$ cat config.mk
export PLATFORM = sky130hd
export DESIGN_NAME = x86_16bit_instruction_decoder_unit_flat
export DESIGN_NICKNAME = d
export VERILOG_FILES = /design/src/design/x86dec_pkg.sv /design/src/design/x86dec_if.sv /design/src/design/x86_16bit_instruction_decoder_unit.sv /design/src/design/x86dec_fields.sv /design/src/flat_wrapper.sv
export SDC_FILE = /design/constraint.sdc
export NUM_CORES = 1
export LEC_CHECK = 0
export BUFFER_PORTS_ARGS = -buffer_cell sky130_fd_sc_hd__buf_4
export CAP_MARGIN = 20
export CORE_UTILIZATION = 60
export CTS_CLUSTER_SIZE = 24
export DETAILED_ROUTE_END_ITERATION = 7
export PLACE_DENSITY = 0.8
export SYNTH_ARGS = -nofsm -noshare
export SYNTH_HDL_FRONTEND = slang
export SYNTH_SLANG_ARGS = --single-unit
$ cat constraint.sdc
create_clock -name clk -period 15.4 [get_ports clk]
set_clock_uncertainty 0.2 [all_clocks]
set_input_delay 2.31 -clock clk [delete_from_list [all_inputs] [get_ports clk]]
set_output_delay 2.31 -clock clk [all_outputs]
set_load 0.02 [all_outputs]
$ cat src/design/x86dec_pkg.sv
`timescale 1ns / 1ps
`default_nettype none
// ----------------------------------------------------------------------------
// x86dec_pkg
// Shared types, codes and opcode decode functions for the 16-bit x86
// instruction decoder.
// ----------------------------------------------------------------------------
package x86dec_pkg;

  localparam int OffsetBitsDefault = 16;

  // operation codes
  localparam logic [2:0] OP_MOV  = 3'd0;
  localparam logic [2:0] OP_ADD  = 3'd1;
  localparam logic [2:0] OP_SUB  = 3'd2;
  localparam logic [2:0] OP_CMP  = 3'd3;
  localparam logic [2:0] OP_JUMP = 3'd4;

  // form codes
  localparam logic [2:0] FORM_RM_REG     = 3'd0;
  localparam logic [2:0] FORM_IMM_REG    = 3'd1;
  localparam logic [2:0] FORM_IMM_RM     = 3'd2;
  localparam logic [2:0] FORM_MEM_TO_ACC = 3'd3;
  localparam logic [2:0] FORM_ACC_TO_MEM = 3'd4;
  localparam logic [2:0] FORM_IMM_ACC    = 3'd5;
  localparam logic [2:0] FORM_RELATIVE   = 3'd6;

  // reg field values of the immediate group
  localparam logic [2:0] GRP_ADD = 3'd0;
  localparam logic [2:0] GRP_SUB = 3'd5;
  localparam logic [2:0] GRP_CMP = 3'd7;

  // opcode top five bits of the alu forms
  localparam logic [4:0] TOP_ADD = 5'd0;
  localparam logic [4:0] TOP_SUB = 5'd5;
  localparam logic [4:0] TOP_CMP = 5'd7;

  localparam logic [1:0] MOD_MEM    = 2'd0;
  localparam logic [1:0] MOD_DISP8  = 2'd1;
  localparam logic [1:0] MOD_DISP16 = 2'd2;
  localparam logic [2:0] RM_DIRECT  = 3'd6;

  localparam logic [3:0] JCC_NIBBLE = 4'h7;

  typedef enum logic [3:0] {
    K_BAD    = 4'd0,
    K_RMREG  = 4'd1,
    K_IMMREG = 4'd2,
    K_IMMRM  = 4'd3,
    K_GROUP  = 4'd4,
    K_MEMACC = 4'd5,
    K_ACCMEM = 4'd6,
    K_IMMACC = 4'd7,
    K_REL    = 4'd8
  } kind_t;

  typedef enum logic [6:0] {
    PH_OPCODE  = 7'b0000001,
    PH_MODRM   = 7'b0000010,
    PH_DISP_LO = 7'b0000100,
    PH_DISP_HI = 7'b0001000,
    PH_IMM_LO  = 7'b0010000,
    PH_IMM_HI  = 7'b0100000,
    PH_REL     = 7'b1000000
  } phase_t;

  typedef struct packed {
    logic [2:0]         operation;
    logic [2:0]         form;
    logic [4:0]         jump_kind;
    logic               wide;
    logic               to_register;
    logic [7:0]         modrm_value;
    logic signed [15:0] displacement;
    logic [15:0]        immediate;
    logic [15:0]        jump_target;
    logic [15:0]        start_offset;
    logic [2:0]         length;
    logic               invalid;
  } out_item_t;

  function automatic kind_t classify(input logic [7:0] o);
    kind_t k;
    case (o) inside
      [8'h88:8'h8B], [8'h00:8'h03], [8'h28:8'h2B], [8'h38:8'h3B]: k = K_RMREG;
      [8'hB0:8'hBF]:                                              k = K_IMMREG;
      [8'hC6:8'hC7]:                                              k = K_IMMRM;
      [8'hA0:8'hA1]:                                              k = K_MEMACC;
      [8'hA2:8'hA3]:                                              k = K_ACCMEM;
      [8'h80:8'h83]:                                              k = K_GROUP;
      [8'h04:8'h05], [8'h2C:8'h2D], [8'h3C:8'h3D]:                k = K_IMMACC;
      [8'h70:8'h7F], [8'hE0:8'hE3]:                               k = K_REL;
      default:                                                    k = K_BAD;
    endcase
    return k;
  endfunction

  // displacement bytes: 0, 1 or 2
  function automatic logic [1:0] disp_len(input kind_t k, input logic [7:0] m);
    logic [1:0] n;
    n = 2'd0;
    if (k == K_MEMACC || k == K_ACCMEM) begin
      n = 2'd2;
    end else if (k == K_RMREG || k == K_IMMRM || k == K_GROUP) begin
      if (m[7:6] == MOD_DISP8) begin
        n = 2'd1;
      end else if (m[7:6] == MOD_DISP16) begin
        n = 2'd2;
      end else if (m[7:6] == MOD_MEM && m[2:0] == RM_DIRECT) begin
        n = 2'd2;
      end
    end
    return n;
  endfunction

  // immediate bytes: 0, 1 or 2
  function automatic logic [1:0] imm_len(input kind_t k, input logic [7:0] o);
    logic [1:0] n;
    case (k)
      K_IMMREG:          n = o[3] ? 2'd2 : 2'd1;
      K_IMMRM, K_IMMACC: n = o[0] ? 2'd2 : 2'd1;
      K_GROUP:           n = (o[1:0] == 2'b01) ? 2'd2 : 2'd1;
      default:           n = 2'd0;
    endcase
    return n;
  endfunction

  function automatic logic [15:0] sext8(input logic [7:0] v);
    return {{8{v[7]}}, v};
  endfunction

endpackage
`default_nettype wire

$ cat src/design/x86dec_if.sv
`timescale 1ns / 1ps
`default_nettype none
// ----------------------------------------------------------------------------
// x86dec channel interfaces
// Valid/ready channels for code bytes in and decoded instructions out.
// ----------------------------------------------------------------------------
interface x86dec_in_if;
  logic       valid;
  logic       ready;
  logic [7:0] code_byte;
  logic       program_start;

  modport source (output valid, output code_byte, output program_start, input ready);
  modport sink   (input valid, input code_byte, input program_start, output ready);
endinterface

interface x86dec_out_if;
  logic               valid;
  logic               ready;
  logic [2:0]         operation;
  logic [2:0]         form;
  logic [4:0]         jump_kind;
  logic               wide;
  logic               to_register;
  logic [7:0]         modrm_value;
  logic signed [15:0] displacement;
  logic [15:0]        immediate;
  logic [15:0]        jump_target;
  logic [15:0]        start_offset;
  logic [2:0]         length;
  logic               invalid;

  modport source (
    output valid, output operation, output form, output jump_kind, output wide,
    output to_register, output modrm_value, output displacement, output immediate,
    output jump_target, output start_offset, output length, output invalid,
    input ready
  );
  modport sink (
    input valid, input operation, input form, input jump_kind, input wide,
    input to_register, input modrm_value, input displacement, input immediate,
    input jump_target, input start_offset, input length, input invalid,
    output ready
  );
endinterface
`default_nettype wire

$ cat src/design/x86_16bit_instruction_decoder_unit.sv
// result: a completing code byte writes its result to the result register,
// or to the skid register while the output is stalled; other bytes give none
// throughput: one code byte per cycle while the skid register is empty, set
// by the single decode pass from the state registers into the result register;
// a skid register keeps input open for one more result while one is stalled
// reset: synchronous active-low reset clears the decode state and offset
`timescale 1ns / 1ps
`default_nettype none
// ----------------------------------------------------------------------------
// x86_16bit_instruction_decoder_unit
// Byte-serial decoder for 8086 mov/add/sub/cmp and conditional jump/loop
// instructions, one result transaction per completed instruction.
// ----------------------------------------------------------------------------
module x86_16bit_instruction_decoder_unit #(
  parameter int OFFSET_BITS = x86dec_pkg::OffsetBitsDefault
) (
  input  wire logic      clk,
  input  wire logic      rst_n,
  x86dec_in_if.sink      in_ch,
  x86dec_out_if.source   out_ch
);
  import x86dec_pkg::*;

  phase_t                 phase_r, phase_nxt;
  logic [7:0]             opcode_r, opcode_nxt;
  logic [7:0]             modrm_r, modrm_nxt;
  logic [15:0]            disp_r, disp_nxt;
  logic [15:0]            imm_r, imm_nxt;
  logic [OFFSET_BITS-1:0] cur_off_r, cur_off_nxt;
  logic [OFFSET_BITS-1:0] start_r, start_nxt;

  out_item_t              out_item_r, skid_item_r, item;
  logic                   out_valid_r, skid_valid_r;

  phase_t                 phase_cur;
  logic [OFFSET_BITS-1:0] off_base;
  logic [OFFSET_BITS-1:0] len_full;
  kind_t                  kind;
  logic [1:0]             dl, il;
  logic [5:0]             need, above, cand;
  logic                   done;
  logic                   in_fire, out_fire, res_fire;

  assign in_ch.ready = !skid_valid_r;
  assign in_fire     = in_ch.valid && in_ch.ready;
  assign out_fire    = out_valid_r && out_ch.ready;

  // decode pass for the byte on the input
  always_comb begin
    phase_cur  = in_ch.program_start ? PH_OPCODE : phase_r;
    off_base   = in_ch.program_start ? '0 : cur_off_r;
    opcode_nxt = opcode_r;
    modrm_nxt  = modrm_r;
    disp_nxt   = disp_r;
    imm_nxt    = imm_r;
    start_nxt  = start_r;
    above      = 6'b000000;

    case (phase_cur)
      PH_OPCODE: begin
        start_nxt  = off_base;
        opcode_nxt = in_ch.code_byte;
        modrm_nxt  = 8'h00;
        disp_nxt   = 16'h0000;
        imm_nxt    = 16'h0000;
        above      = 6'b111111;
      end
      PH_MODRM: begin
        modrm_nxt = in_ch.code_byte;
        above     = 6'b111110;
      end
      PH_DISP_LO: begin
        disp_nxt = {8'h00, in_ch.code_byte};
        above    = 6'b111100;
      end
      PH_DISP_HI: begin
        disp_nxt = {in_ch.code_byte, disp_r[7:0]};
        above    = 6'b111000;
      end
      PH_IMM_LO: begin
        imm_nxt = {8'h00, in_ch.code_byte};
        above   = 6'b110000;
      end
      PH_IMM_HI: begin
        imm_nxt = {in_ch.code_byte, imm_r[7:0]};
        above   = 6'b100000;
      end
      PH_REL: begin
        disp_nxt = {8'h00, in_ch.code_byte};
        above    = 6'b000000;
      end
      default: begin
        above = 6'b000000;
      end
    endcase

    cur_off_nxt = off_base + OFFSET_BITS'(1);
    len_full    = cur_off_nxt - start_nxt;

    kind = classify(opcode_nxt);
    dl   = disp_len(kind, modrm_nxt);
    il   = imm_len(kind, opcode_nxt);
    need = {kind == K_REL, il == 2'd2, il != 2'd0, dl == 2'd2, dl != 2'd0,
            kind == K_RMREG || kind == K_IMMRM || kind == K_GROUP};
    cand = (kind == K_BAD) ? 6'b000000 : (need & above);

    done      = 1'b0;
    phase_nxt = PH_OPCODE;
    if (cand[0]) begin
      phase_nxt = PH_MODRM;
    end else if (cand[1]) begin
      phase_nxt = PH_DISP_LO;
    end else if (cand[2]) begin
      phase_nxt = PH_DISP_HI;
    end else if (cand[3]) begin
      phase_nxt = PH_IMM_LO;
    end else if (cand[4]) begin
      phase_nxt = PH_IMM_HI;
    end else if (cand[5]) begin
      phase_nxt = PH_REL;
    end else begin
      done = 1'b1;
    end
  end

  assign res_fire = in_fire && done;

  x86dec_fields u_fields (
    .opcode       (opcode_nxt),
    .modrm        (modrm_nxt),
    .disp         (disp_nxt),
    .imm          (imm_nxt),
    .next_offset  (cur_off_nxt[15:0]),
    .start_offset (start_nxt[15:0]),
    .length       (len_full[2:0]),
    .item         (item)
  );

  always_ff @(posedge clk) begin
    if (!rst_n) begin
      phase_r   <= PH_OPCODE;
      opcode_r  <= 8'h00;
      modrm_r   <= 8'h00;
      disp_r    <= 16'h0000;
      imm_r     <= 16'h0000;
      cur_off_r <= '0;
      start_r   <= '0;
    end else if (in_fire) begin
      phase_r   <= phase_nxt;
      opcode_r  <= opcode_nxt;
      modrm_r   <= modrm_nxt;
      disp_r    <= disp_nxt;
      imm_r     <= imm_nxt;
      cur_off_r <= cur_off_nxt;
      start_r   <= start_nxt;
    end
  end

  // result register with skid stage
  always_ff @(posedge clk) begin
    if (!rst_n) begin
      out_valid_r  <= 1'b0;
      skid_valid_r <= 1'b0;
    end else if (skid_valid_r) begin
      if (out_fire) begin
        out_item_r   <= skid_item_r;
        skid_valid_r <= 1'b0;
      end
    end else if (res_fire) begin
      if (!out_valid_r || out_fire) begin
        out_item_r  <= item;
        out_valid_r <= 1'b1;
      end else begin
        skid_item_r  <= item;
        skid_valid_r <= 1'b1;
      end
    end else if (out_fire) begin
      out_valid_r <= 1'b0;
    end
  end

  assign out_ch.valid        = out_valid_r;
  assign out_ch.operation    = out_item_r.operation;
  assign out_ch.form         = out_item_r.form;
  assign out_ch.jump_kind    = out_item_r.jump_kind;
  assign out_ch.wide         = out_item_r.wide;
  assign out_ch.to_register  = out_item_r.to_register;
  assign out_ch.modrm_value  = out_item_r.modrm_value;
  assign out_ch.displacement = out_item_r.displacement;
  assign out_ch.immediate    = out_item_r.immediate;
  assign out_ch.jump_target  = out_item_r.jump_target;
  assign out_ch.start_offset = out_item_r.start_offset;
  assign out_ch.length       = out_item_r.length;
  assign out_ch.invalid      = out_item_r.invalid;

endmodule
`default_nettype wire

$ cat src/design/x86dec_fields.sv
`timescale 1ns / 1ps
`default_nettype none
// ----------------------------------------------------------------------------
// x86dec_fields
// Builds the result transaction of a completed instruction from its
// collected opcode, modrm, displacement and immediate bytes.
// ----------------------------------------------------------------------------
module x86dec_fields (
  input  wire logic [7:0]             opcode,
  input  wire logic [7:0]             modrm,
  input  wire logic [15:0]            disp,
  input  wire logic [15:0]            imm,
  input  wire logic [15:0]            next_offset,
  input  wire logic [15:0]            start_offset,
  input  wire logic [2:0]             length,
  output x86dec_pkg::out_item_t       item
);
  import x86dec_pkg::*;

  kind_t      kind;
  logic [1:0] dl;
  logic [1:0] il;

  assign kind = classify(opcode);
  assign dl   = disp_len(kind, modrm);
  assign il   = imm_len(kind, opcode);

  always_comb begin
    item              = '0;
    item.start_offset = start_offset;
    item.length       = length;

    case (kind)
      K_RMREG:          item.form = FORM_RM_REG;
      K_IMMREG:         item.form = FORM_IMM_REG;
      K_IMMRM, K_GROUP: item.form = FORM_IMM_RM;
      K_MEMACC:         item.form = FORM_MEM_TO_ACC;
      K_ACCMEM:         item.form = FORM_ACC_TO_MEM;
      K_IMMACC:         item.form = FORM_IMM_ACC;
      K_REL:            item.form = FORM_RELATIVE;
      default:          item.form = FORM_RM_REG;
    endcase

    if (kind == K_RMREG || kind == K_IMMACC) begin
      if (opcode[7:3] == TOP_ADD) begin
        item.operation = OP_ADD;
      end else if (opcode[7:3] == TOP_SUB) begin
        item.operation = OP_SUB;
      end else if (opcode[7:3] == TOP_CMP) begin
        item.operation = OP_CMP;
      end else begin
        item.operation = OP_MOV;
      end
    end else if (kind == K_GROUP) begin
      if (modrm[5:3] == GRP_ADD) begin
        item.operation = OP_ADD;
      end else if (modrm[5:3] == GRP_SUB) begin
        item.operation = OP_SUB;
      end else if (modrm[5:3] == GRP_CMP) begin
        item.operation = OP_CMP;
      end else begin
        item.operation = OP_MOV;
        item.invalid   = 1'b1;
      end
    end else if (kind == K_REL) begin
      item.operation = OP_JUMP;
    end

    if (kind == K_IMMREG) begin
      item.wide = opcode[3];
    end else if (kind != K_REL && kind != K_BAD) begin
      item.wide = opcode[0];
    end

    if (kind == K_RMREG) begin
      item.to_register = opcode[1];
    end
    if (kind == K_RMREG || kind == K_IMMRM || kind == K_GROUP) begin
      item.modrm_value = modrm;
    end

    if (dl == 2'd1) begin
      item.displacement = sext8(disp[7:0]);
    end else if (dl == 2'd2) begin
      item.displacement = disp;
    end

    if (il == 2'd2) begin
      item.immediate = imm;
    end else if (il == 2'd1) begin
      item.immediate = (kind == K_GROUP && opcode[1]) ? sext8(imm[7:0]) : {8'h00, imm[7:0]};
    end

    if (kind == K_REL) begin
      item.jump_kind   = (opcode[7:4] == JCC_NIBBLE) ? {1'b0, opcode[3:0]}
                                                     : {3'b100, opcode[1:0]};
      item.jump_target = next_offset + sext8(disp[7:0]);
    end

    if (kind == K_BAD) begin
      item.invalid = 1'b1;
    end
  end

endmodule
`default_nettype wire

$ cat src/flat_wrapper.sv
// flat-port wrapper written by rule: the top's interface ports become plain ports
module x86_16bit_instruction_decoder_unit_flat import x86dec_pkg::*;
#(
  parameter int OFFSET_BITS = x86dec_pkg::OffsetBitsDefault
)
  (clk, rst_n, in_ch_valid, in_ch_code_byte, in_ch_program_start, in_ch_ready, out_ch_valid, out_ch_operation, out_ch_form, out_ch_jump_kind, out_ch_wide, out_ch_to_register, out_ch_modrm_value, out_ch_displacement, out_ch_immediate, out_ch_jump_target, out_ch_start_offset, out_ch_length, out_ch_invalid, out_ch_ready);
  x86dec_in_if in_ch_i ();
  x86dec_out_if out_ch_i ();
  input  wire logic clk;
  input  wire logic rst_n;
  input wire logic [$bits(in_ch_i.valid)-1:0] in_ch_valid;
  input wire logic [$bits(in_ch_i.code_byte)-1:0] in_ch_code_byte;
  input wire logic [$bits(in_ch_i.program_start)-1:0] in_ch_program_start;
  output wire logic [$bits(in_ch_i.ready)-1:0] in_ch_ready;
  output wire logic [$bits(out_ch_i.valid)-1:0] out_ch_valid;
  output wire logic [$bits(out_ch_i.operation)-1:0] out_ch_operation;
  output wire logic [$bits(out_ch_i.form)-1:0] out_ch_form;
  output wire logic [$bits(out_ch_i.jump_kind)-1:0] out_ch_jump_kind;
  output wire logic [$bits(out_ch_i.wide)-1:0] out_ch_wide;
  output wire logic [$bits(out_ch_i.to_register)-1:0] out_ch_to_register;
  output wire logic [$bits(out_ch_i.modrm_value)-1:0] out_ch_modrm_value;
  output wire logic [$bits(out_ch_i.displacement)-1:0] out_ch_displacement;
  output wire logic [$bits(out_ch_i.immediate)-1:0] out_ch_immediate;
  output wire logic [$bits(out_ch_i.jump_target)-1:0] out_ch_jump_target;
  output wire logic [$bits(out_ch_i.start_offset)-1:0] out_ch_start_offset;
  output wire logic [$bits(out_ch_i.length)-1:0] out_ch_length;
  output wire logic [$bits(out_ch_i.invalid)-1:0] out_ch_invalid;
  input wire logic [$bits(out_ch_i.ready)-1:0] out_ch_ready;
  assign in_ch_i.valid = in_ch_valid;
  assign in_ch_i.code_byte = in_ch_code_byte;
  assign in_ch_i.program_start = in_ch_program_start;
  assign in_ch_ready = in_ch_i.ready;
  assign out_ch_valid = out_ch_i.valid;
  assign out_ch_operation = out_ch_i.operation;
  assign out_ch_form = out_ch_i.form;
  assign out_ch_jump_kind = out_ch_i.jump_kind;
  assign out_ch_wide = out_ch_i.wide;
  assign out_ch_to_register = out_ch_i.to_register;
  assign out_ch_modrm_value = out_ch_i.modrm_value;
  assign out_ch_displacement = out_ch_i.displacement;
  assign out_ch_immediate = out_ch_i.immediate;
  assign out_ch_jump_target = out_ch_i.jump_target;
  assign out_ch_start_offset = out_ch_i.start_offset;
  assign out_ch_length = out_ch_i.length;
  assign out_ch_invalid = out_ch_i.invalid;
  assign out_ch_i.ready = out_ch_ready;
  x86_16bit_instruction_decoder_unit #(.OFFSET_BITS(OFFSET_BITS)) u_core (.clk(clk), .rst_n(rst_n), .in_ch(in_ch_i), .out_ch(out_ch_i));
endmodule
==> run_summary.xml <==
<?xml version="1.0" encoding="UTF-8"?>
<metrics>
  <group name="min_path">
    <metric name="worstHoldPathType" unit="">flop to flop</metric>
    <metric name="hold_path.startpoint" unit="">u_core.start_r[12]$_SDFFE_PN0P_</metric>
  </group>
  <group name="global_routing">
    <metric name="grt_pass1_vias" unit="">8681</metric>
    <metric name="grt_start_max_net_pins" unit="">93</metric>
    <metric name="grt_remaining_overflow" unit="">0</metric>
    <metric name="grt_first_pass_wirelength" unit="mm">47.55</metric>
    <metric name="grt_antenna_before_repair" unit="">0</metric>
    <metric name="track_usage" unit="">0.2786</metric>
  </group>
  <group name="critical_path">
    <metric name="critical-path-top-cell-by-count" unit="">sky130_fd_sc_hd__buf_4</metric>
    <metric name="worst-path-max-fanout" unit="">58</metric>
    <metric name="critical_path.reg2reg.endpoint" unit="">u_core.skid_item_r[28]$_DFFE_PP_</metric>
    <metric name="critPathCapture" unit="">u_core.skid_item_r[28]$_DFFE_PP_</metric>
    <metric name="r2r.worst_path.cells" unit="">10</metric>
    <metric name="critical_path_depth" unit="">10</metric>
    <metric name="worst-endpoint-arrival" unit="ns">7.03</metric>
    <metric name="critical-path-slowest-cell" unit="">sky130_fd_sc_hd__nor2_4</metric>
    <metric name="worst-r2r-setup-slack" unit="ns">9.31</metric>
    <metric name="setup.worst_path.end_class" unit="">flop</metric>
    <metric name="worst_path_dominant_cell_family" unit="">compound AO/OA/AOI/OAI gates</metric>
    <metric name="critPathMaxStageDelay" unit="ns">0.81</metric>
    <metric name="crit_buf_inv" unit="">3</metric>
    <metric name="timing.critical_path.from" unit="">in_ch_program_start</metric>
    <metric name="worst-endpoint-required" unit="ns">15.35</metric>
    <metric name="worst_setup_path_start_kind" unit="">input port</metric>
    <metric name="crit_path_cell_trace" unit="">buf_4 -&gt; a21o_1 -&gt; buf_4 -&gt; mux2_2 -&gt; a32oi_1 -&gt; o22a_1 -&gt; a21boi_1 -&gt; a211o_1 -&gt; nor2_4 -&gt; buf_4</metric>
    <metric name="worstSetupPathType" unit="">input port to flop</metric>
    <metric name="beginning_of_the_worst_register_to_register_path" unit="">u_core.phase_r[0]$_SDFFE_PN1P_</metric>
  </group>
  <group name="routing">
    <metric name="route.vias.total" unit="">9411</metric>
    <metric name="wl_met3" unit="mm">2.235</metric>
    <metric name="topRoutingLayerUsed" unit="">met4</metric>
    <metric name="ant_nets" unit="">0</metric>
    <metric name="starting_drt_drc_count" unit="">857</metric>
    <metric name="first_pass_iters" unit="">5</metric>
    <metric name="routed_length_on_met1" unit="mm">13.28</metric>
    <metric name="routed_via_density" unit="">6.143</metric>
    <metric name="wirelength" unit="mm">30.52</metric>
    <metric name="drt_drc_violations_left" unit="">0</metric>
    <metric name="met2RoutedLength" unit="mm">14.16</metric>
    <metric name="wl_per_cell" unit="um">19.92</metric>
  </group>
  <group name="timing">
    <metric name="finalCriticalPeriod" unit="ns">7.081</metric>
    <metric name="tns" unit="ns">0</metric>
    <metric name="slew-limit-headroom" unit="">0.2867</metric>
    <metric name="final.period_utilization" unit="">0.4598</metric>
    <metric name="max_clock_freq" unit="MHz">141.2</metric>
    <metric name="final_setup_viols" unit="">0</metric>
    <metric name="final_hold_viol_count" unit="">0</metric>
    <metric name="rsz0062_at_grt" unit="">false</metric>
    <metric name="worst-slew-pin-transition" unit="ns">1.062</metric>
    <metric name="final_max_slew_viol_count" unit="">0</metric>
  </group>
  <group name="synth">
    <metric name="synth_async_sr_flop_share" unit="">0</metric>
    <metric name="top_cell_type_s_share_of_synthesized_area" unit="">0.4184</metric>
    <metric name="yosys_register_bits" unit="">267</metric>
    <metric name="yosys.cell_types.count" unit="">71</metric>
    <metric name="dominantRegCellSynth" unit="">sky130_fd_sc_hd__edfxtp_1</metric>
    <metric name="count_of_yosys_warnings_during_synthesis" unit="">0</metric>
    <metric name="synthCells" unit="">1174</metric>
    <metric name="synth_nets" unit="">1206</metric>
    <metric name="synthesis.area" unit="sq um">12780</metric>
    <metric name="synthTopCellsByArea" unit="">sky130_fd_sc_hd__edfxtp_1 42%, sky130_fd_sc_hd__dfxtp_1 14%, sky130_fd_sc_hd__mux2_2 5.7%, sky130_fd_sc_hd__nand2_1 4.2%, sky130_fd_sc_hd__nor2_1 3.4%</metric>
    <metric name="yosys_top_cell_by_area" unit="">sky130_fd_sc_hd__edfxtp_1</metric>
    <metric name="synth_enable_flop_cells" unit="">178</metric>
    <metric name="synth-seq-area-share" unit="">0.5578</metric>
    <metric name="syn_area_per_cell" unit="sq um">10.88</metric>
  </group>
  <group name="finish">
    <metric name="final_standard_cell_utilization_of_the_core" unit="">0.6952</metric>
    <metric name="num-fill-cells" unit="">1532</metric>
    <metric name="layout-drive-gt1-share" unit="">0.1981</metric>
    <metric name="multi_input_comb_area" unit="sq um">5241</metric>
    <metric name="num_antenna_cells" unit="">0</metric>
    <metric name="final_net_count" unit="">1269</metric>
    <metric name="areaGrowthSynthToFinish" unit="%">14.02</metric>
    <metric name="fin_area" unit="sq um">14570</metric>
    <metric name="layout.cells.most_common_list" unit="">178 x sky130_fd_sc_hd__edfxtp_1, 141 x sky130_fd_sc_hd__nand2_1, 115 x sky130_fd_sc_hd__nor2_1</metric>
    <metric name="layout_commonest_cell" unit="">sky130_fd_sc_hd__edfxtp_1</metric>
    <metric name="seq_area" unit="sq um">7128</metric>
  </group>
  <group name="power_and_ir_drop">
    <metric name="power.leakage" unit="nW">5.546</metric>
    <metric name="design_power_total" unit="mW">1.639</metric>
    <metric name="vdd_drop_max" unit="V">0.00009451</metric>
    <metric name="power_per_cell_area" unit="nW/um^2">112.5</metric>
  </group>
  <group name="cts">
    <metric name="cts_clock_pin_slew_for_the_worst_setup_and_hold_paths" unit="ns">0.07</metric>
    <metric name="cts_setup_buffers" unit="">0</metric>
    <metric name="cts_tree" unit="">built</metric>
    <metric name="clkSinkCount" unit="">267</metric>
    <metric name="cts_max_level" unit="">1</metric>
    <metric name="max-clock-path-buffers" unit="">3</metric>
    <metric name="cts.root.buffer_cell" unit="">sky130_fd_sc_hd__clkbuf_16</metric>
    <metric name="worstSkewPairLatency" unit="ns">0.54</metric>
    <metric name="post_cts_hold_buffer_count" unit="">0</metric>
    <metric name="cts-resized-gates" unit="">0</metric>
    <metric name="number_of_clock_buffers_inserted_by_tritoncts" unit="">27</metric>
  </group>
  <group name="floorplanning">
    <metric name="die_area" unit="sq um">21880</metric>
    <metric name="initial_core_util" unit="">0.6097</metric>
    <metric name="floorplan_die_height" unit="um">147.9</metric>
    <metric name="die_w" unit="um">147.9</metric>
    <metric name="placeableCoreArea" unit="sq um">20960</metric>
    <metric name="io_pins" unit="">104</metric>
    <metric name="rows" unit="">53</metric>
  </group>
  <group name="placement">
    <metric name="dp.final_hpwl" unit="mm">20.02</metric>
    <metric name="io_buffer_count" unit="">103</metric>
    <metric name="placed_cell_area" unit="sq um">13670</metric>
    <metric name="gp_congestion" unit="">0.9490</metric>
  </group>
  <group name="status">
    <metric name="outcome" unit="">finished clean</metric>
  </group>
  <group name="run">
    <metric name="drv.max_cap_violation_count" unit="">0</metric>
  </group>
</metrics>
## cells in the mapped netlist, drive strengths merged, types with 6 or more instances
library cell / number
o211a: 22
a31oi: 6
mux2i: 8
inv: 32
nor2: 116
nor3: 18
buf: 18
nor2b: 45
xnor2: 16
dfxtp: 89
nand2b: 16
o21ai: 46
o31ai: 34
ha: 17
mux2: 66
a21oi: 28
and2: 9
clkbuf: 61
nor3b: 20
edfxtp: 178
or3: 6
o21a: 17
a22oi: 53
and3: 7
nand4: 6
a21boi: 15
nand2: 142
xor2: 9
nand3: 15
## state kept, by name, indices dropped and copies added, names as in the netlist, 7 cells and up
register                    count
u_core.out_ch.start_offset     16
u_core.opcode_r                 8
u_core.start_r                 16
u_core.imm_r                   16
u_core.disp_r                  16
u_core.out_ch.immediate        16
u_core.phase_r                  7
u_core.out_ch.modrm_value       8
u_core.skid_item_r             89
u_core.out_ch.jump_target      16
u_core.out_ch.displacement     16
u_core.modrm_r                  8
u_core.cur_off_r               16
## layout make-up
cell class / count / area share
Inverter: 32 / 0.008245
Multi-Input combinational cell: 796 / 0.3598
Clock inverter: 14 / 0.01013
Clock buffer: 35 / 0.04982
Timing Repair Buffer: 113 / 0.05909
Sequential cell: 267 / 0.4893
Tap cell: 275 / 0.02362
## stage by stage
step	setup slack (ns)	hold WS, ns	cells
floorplan	6.204	0.2643	1174
global placement	7.981	0.2772	1482
detailed placement	7.718	0.2861	1482
CTS	8.290	0.3011	1531
global route	8.047	0.3143	1532
finish	8.319	0.3000	1532
## worst min-delay path by stage
stage,cells after the start,to,slack [ns]
5_1_grt,1,u_core.disp_r[1]$_SDFFE_PN0P_,0.31
2_1_floorplan,1,u_core.modrm_r[3]$_SDFFE_PN0P_,0.26
3_5_place_dp,1,u_core.modrm_r[5]$_SDFFE_PN0P_,0.29
6_report,2,u_core.start_r[12]$_SDFFE_PN0P_,0.30
4_1_cts,1,u_core.start_r[2]$_SDFFE_PN0P_,0.30
3_3_place_gp,1,u_core.modrm_r[4]$_SDFFE_PN0P_,0.28
## metal layers
layer	vias up	track usage
met5	-	0
met4	0	0.09588
met2	416	0.4347
met3	65	0.03765
li1	4389	-
met1	4541	0.4014
## worst register-to-register path, delay by kind of cell, from the launching register on
| kind | cells | cell delay, ns |
|---|---|---|
| flops | 1 | 0.47 |
| compound gates | 5 | 2.11 |
| simple gates | 2 | 1.39 |
| buf+inv | 2 | 1.09 |
| mux | 1 | 0.36 |
## kinds of logic (layout without fill, tap and decap cells)
group,after synthesis,after routing,synth area share
adders and majority gates,19,19,0.01978
buffers and inverters,111,194,0.03555
DFF,267,267,0.5578
xor gates and xnor gates,25,25,0.01714
muxes,74,74,0.06473
AOI/OAI and AO/OA,258,258,0.1479
and+or+nand+nor,420,420,0.1571
## power breakdown
part / switching [mW] / internal [mW]
registers: 0.0129 / 0.794
logic: 0.119 / 0.0619
clock network: 0.271 / 0.381
total: 0.403 / 1.24
Note: power is estimated with default switching activity, not from simulation.
